[src/mep_pkg.sv]
`default_nettype none
// ----------------------------------------------------------------------------
// mep_pkg
// Shared types and constants of the escape-time evaluator with period check.
// ----------------------------------------------------------------------------
package mep_pkg;

  // configuration register indexes
  localparam logic [1:0] CFG_MAX_ITER   = 2'd0;
  localparam logic [1:0] CFG_BAILOUT_SQ = 2'd1;
  localparam logic [1:0] CFG_TOL_SQ     = 2'd2;

  // register widths and reset values
  localparam int unsigned MaxIterW  = 16;
  localparam int unsigned BailoutW  = 11;
  localparam int unsigned TolW      = 32;
  localparam int unsigned CfgDataW  = 32;
  localparam logic [MaxIterW-1:0] MaxIterRst = 16'd256;
  localparam logic [BailoutW-1:0] BailoutRst = 11'd256;
  localparam logic [TolW-1:0]     TolRst     = 32'd1099512;

  // period test: snapshot stride, last untested iteration, tolerance scale
  localparam int unsigned PeriodStride = 10;
  localparam int unsigned PeriodStart  = 10;
  localparam int unsigned TolFracBits  = 40;
  localparam int unsigned PhaseW       = 4;

  // outcome codes
  localparam logic [1:0] OUTCOME_ESCAPED  = 2'd0;
  localparam logic [1:0] OUTCOME_PERIODIC = 2'd1;
  localparam logic [1:0] OUTCOME_LIMIT    = 2'd2;
  localparam logic [1:0] OUTCOME_UNUSED   = 2'd3;

  // input item
  typedef struct packed {
    logic signed [31:0] c_real;
    logic signed [31:0] c_imag;
  } mep_in_t;

  // result item
  typedef struct packed {
    logic [15:0] iteration_value;
    logic [1:0]  outcome;
  } mep_out_t;

  // sequencer states
  typedef enum logic [3:0] {
    ST_IDLE,
    ST_XY_GO,
    ST_XY_WT,
    ST_RR_GO,
    ST_RR_WT,
    ST_II_GO,
    ST_II_WT,
    ST_ESC,
    ST_DR_GO,
    ST_DR_WT,
    ST_DI_GO,
    ST_DI_WT,
    ST_PER,
    ST_NEXT,
    ST_OUT
  } mep_state_e;

endpackage
`default_nettype wire

[src/mep_mul.sv]
`default_nettype none
// ----------------------------------------------------------------------------
// mep_mul
// Shared unsigned multiplier: four half-width partial products, one per
// cycle, accumulated into the full product; done_o marks the product valid.
// ----------------------------------------------------------------------------
module mep_mul
  import mep_pkg::*;
#(
  parameter int unsigned MW = 41
) (
  input  wire logic            clk_i,
  input  wire logic            rst_ni,
  input  wire logic            start_i,
  input  wire logic [MW-1:0]   a_i,
  input  wire logic [MW-1:0]   b_i,
  output logic                 done_o,
  output logic [2*MW-1:0]      prod_o
);

  localparam int unsigned H  = (MW + 1) / 2;
  localparam int unsigned PW = 2 * MW;

  logic [2*H-1:0] a_q, b_q;
  logic [2*H-1:0] pp_q, pp_d;
  logic [1:0]     idx_q;
  logic           pp_v_q;
  logic [PW-1:0]  acc_q, acc_d;
  logic [2:0]     cnt_q;
  logic           run_q;

  // partial product select
  always_comb begin
    case (cnt_q[1:0])
      2'd0:    pp_d = a_q[H-1:0]   * b_q[H-1:0];
      2'd1:    pp_d = a_q[H-1:0]   * b_q[2*H-1:H];
      2'd2:    pp_d = a_q[2*H-1:H] * b_q[H-1:0];
      default: pp_d = a_q[2*H-1:H] * b_q[2*H-1:H];
    endcase
  end

  // weighted accumulate of the registered partial product
  always_comb begin
    case (idx_q)
      2'd0:    acc_d = acc_q + PW'(pp_q);
      2'd1,
      2'd2:    acc_d = acc_q + (PW'(pp_q) << H);
      default: acc_d = acc_q + (PW'(pp_q) << (2 * H));
    endcase
  end

  // sequence control
  always_ff @(posedge clk_i or negedge rst_ni) begin
    if (!rst_ni) begin
      run_q  <= 1'b0;
      cnt_q  <= '0;
      pp_v_q <= 1'b0;
    end else if (start_i) begin
      run_q  <= 1'b1;
      cnt_q  <= '0;
      pp_v_q <= 1'b0;
    end else if (run_q) begin
      pp_v_q <= (cnt_q < 3'd4);
      if (cnt_q == 3'd5) begin
        run_q <= 1'b0;
      end else begin
        cnt_q <= cnt_q + 3'd1;
      end
    end
  end

  // operands, partial product and accumulator
  always_ff @(posedge clk_i) begin
    if (start_i) begin
      a_q   <= (2*H)'(a_i);
      b_q   <= (2*H)'(b_i);
      acc_q <= '0;
    end else if (run_q) begin
      if (cnt_q < 3'd4) begin
        pp_q  <= pp_d;
        idx_q <= cnt_q[1:0];
      end
      if (pp_v_q) begin
        acc_q <= acc_d;
      end
    end
  end

  assign done_o = run_q && (cnt_q == 3'd5);
  assign prod_o = acc_q;

endmodule
`default_nettype wire

[config.mk]
export PLATFORM = sky130hd
export DESIGN_NAME = mep_mul
export DESIGN_NICKNAME = d
export VERILOG_FILES = /design/src/mep_pkg.sv /design/src/mep_mul.sv
export SDC_FILE = /design/constraint.sdc
export NUM_CORES = 2
export LEC_CHECK = 0
export ABC_AREA = 0
export BUFFER_PORTS_ARGS = -buffer_cell sky130_fd_sc_hd__clkbuf_2
export CAP_MARGIN = 20
export CORE_MARGIN = 1
export CORE_UTILIZATION = 47
export CTS_CLUSTER_DIAMETER = 120
export DETAILED_ROUTE_END_ITERATION = 12
export PLACE_DENSITY = 0.7
export SETUP_SLACK_MARGIN = 0.4
export SLEW_MARGIN = 20
export SYNTH_ARGS = -nofsm -noshare
export SYNTH_HDL_FRONTEND = slang
export SYNTH_SLANG_ARGS = --single-unit
export TNS_END_PERCENT = 30
[constraint.sdc]
create_clock -name clk_i -period 11.6 [get_ports clk_i]
set_input_delay 0.58 -clock clk_i [delete_from_list [all_inputs] [get_ports clk_i]]
set_output_delay 0.58 -clock clk_i [all_outputs]
set_load 0.01 [all_outputs]
==> impl_metrics.ini <==
[status]
status = finished, final reports clean

[clock_network]
cts_htree_levels = 2
cts_root_buf = clkbuf_16
clk_latency_ns = 0.65
cts_sinks = 213
cts_tree = yes
cts_resized = 0
path_clk_slew_ns = 0.06
clockBufferDepth = 3
numCtsBuffers = 37

[final_layout]
area_growth_pct = 5.55
drive_above_1_share = 0.0503
final_common_cell = inv_1
fill_cells = 14300
layout_common_cells = inv_1, fa_1, nand2_1, and2_1, ha_1
nets = 10300
seqCellArea_sq_um = 5550
multi_input_area_sq_um = 58900
final_core_util = 0.500
finalNonFillerCells = 10200

[drt]
post-route-drc-count = 0
ant_nets = 0
first_pass_iters = 7
wire_per_inst_microns = 22.5
drt_wl_total_microns = 230000
drt_iter0_drc = 4816
viasPerCell = 5.72
vias = 58400

[synth]
ys_types = 104
syn-num-nets = 10400
synth_edf_count = 126
async_flop_share = 0.0235
syn_area_per_cell_sq_um = 8.72
synthCells = 8259
syn_area_sq_um = 72000
synth_seq_cells = 213
yosysWarningCount = 0
synth_flop_cell = edfxtp_1
yosysSeqAreaShare = 0.0771

[critical_path]
ff2ff_setup_slack_ns = 2.79
cp_common_cell = fa_1
cp_max_fo = 21
crit_path_end_kind = flip-flop
cpPeakStageDelay_ns = 0.97
reg2reg_depth = 26
cp_data_required_time_ns = 11.93
worstSetupPathType = flip-flop to flip-flop
r2r-end = pp_q[39]$_DFFE_PP_
r2r_start = a_q[16]$_DFFE_PP_
crit_arrival_ns = 9.14
cp-start-kind = flip-flop
cp_slowest_cell = edfxtp_1

[floorplanning]
start_util = 0.474
fp.coreArea_sq_um = 152000
dieArea_sq_um = 155000
fp.dieH_microns = 393
rows = 143
dieWidth_microns = 393
ios = 168

[global_routing]
grt_remaining_overflow = 0
grt_antenna_before_repair = 9
grt_first_pass_wirelength_microns = 359000
grt_pass1_vias = 61500
grt.total_usage = 0.299
grt_max_degree = 62

[sta]
clock_skew_ns = 0.0433
tns_ns = 0
post-route-period-util = 0.760
max_slew.worst_pin.slew_ns = 1.17
slew_headroom = 0.218
final.min_clock_period_ns = 8.81
slew_viol_final = 0
setup_viol = 0
finalHoldViolCount = 0
max_freq_mhz = 113
grt_setup_unrepaired = false

[placement]
gp_congestion = 0.993
dp_cells = 10100
hpwl_microns = 177000
port_buffers = 167

[worst_hold_path]
min_from = a_i[20]
hold_end = a_q[20]$_DFFE_PP_
hp-class = input port to flip-flop
min_path_cells = 1

[run]
max_cap_viol_count = 0
[flip-flops by register name, summed over array words and instances (netlist names)]
name,flops
prod_o,82
pp_q,42
a_q,41
b_q,41
cnt_q,3
idx_q,2
pp_v_q,1
run_q,1
[stage by stage]
step	hold WS (ns)	worst slack [ns]	area [sq um]
2_1_floorplan	0.284	4.43	72000
3_3_place_gp	0.403	2.89	74600
3_5_place_dp	0.410	2.84	74600
4_1_cts	0.0704	2.74	76000
5_1_grt	0.0892	2.45	76000
6_report	0.109	2.79	76000
[critical path, delay by kind of cell (launching register included)]
family          cells  cell delay (ns)
buf+inv             6             0.74
flops               1             0.97
xor+xnor            1             0.20
compound gates      7             2.07
simple gates        4             0.56
fa+ha+maj           8             3.93
[how the worst max path moves through the flow]
stage,from,to,slack (ns),depth (start not counted)
floorplan,a_q[23]$_DFFE_PP_,pp_q[38]$_DFFE_PP_,4.43,27
CTS,a_q[16]$_DFFE_PP_,pp_q[39]$_DFFE_PP_,2.74,26
finish,a_q[16]$_DFFE_PP_,pp_q[39]$_DFFE_PP_,2.79,26
global route,a_q[17]$_DFFE_PP_,pp_q[31]$_DFFE_PP_,2.45,25
global placement,a_q[16]$_DFFE_PP_,pp_q[39]$_DFFE_PP_,2.89,26
detailed placement,a_q[16]$_DFFE_PP_,pp_q[39]$_DFFE_PP_,2.84,26
[cells in the mapped netlist, types with 92 or more instances]
| master | instances | area share |
|---|---|---|
| a21oi_1 | 316 | 0.022 |
| edfxtp_1 | 126 | 0.053 |
| clkbuf_1 | 419 | 0.022 |
| fa_1 | 1357 | 0.38 |
| ha_1 | 734 | 0.13 |
| nor2_1 | 221 | 0.012 |
| a21o_1 | 145 | 0.015 |
| o21ai_0 | 168 | 0.012 |
| nand2_1 | 1125 | 0.059 |
| xor2_1 | 92 | 0.011 |
| and2_1 | 808 | 0.070 |
| xnor2_1 | 167 | 0.020 |
| inv_1 | 1573 | 0.082 |
[final cells by class]
| class | instances | area share |
|---|---|---|
| diodes | 1 | 0.0000329 |
| clock buffers | 39 | 0.0126 |
| clock inverters | 28 | 0.00514 |
| inverters | 1573 | 0.0777 |
| multi-input cells | 6031 | 0.775 |
| flip-flops and latches | 213 | 0.0731 |
| well taps | 2030 | 0.0334 |
| repair buffers | 289 | 0.0232 |
[logic make-up (layout without fill, tap and decap cells)]
group,count (synthesis),count (layout),share of synthesized area
simple gates,2544,2544,0.174
xor+xnor,259,259,0.0315
mux,16,16,0.00226
other cells,0,1,0
buf+inv,2015,1929,0.105
flops,213,213,0.0771
compound gates,1121,1121,0.104
fa+ha+maj,2091,2091,0.505
[layer usage]
| layer | routed length [microns] | GRT usage |
|---|---|---|
| met4 | 11800 | 0.133 |
| met3 | 20000 | 0.0544 |
| met1 | 91300 | 0.384 |
| met5 | 42 | 0 |
| met2 | 106000 | 0.493 |
[repair_timing]
action	CTS	global route
hold buffers	1	0
hold endpoints to repair	5	0
buffers inserted	0	0
Power is not shown: default switching activity piles up to over one toggle a cycle in this logic, so the estimate is an artifact.
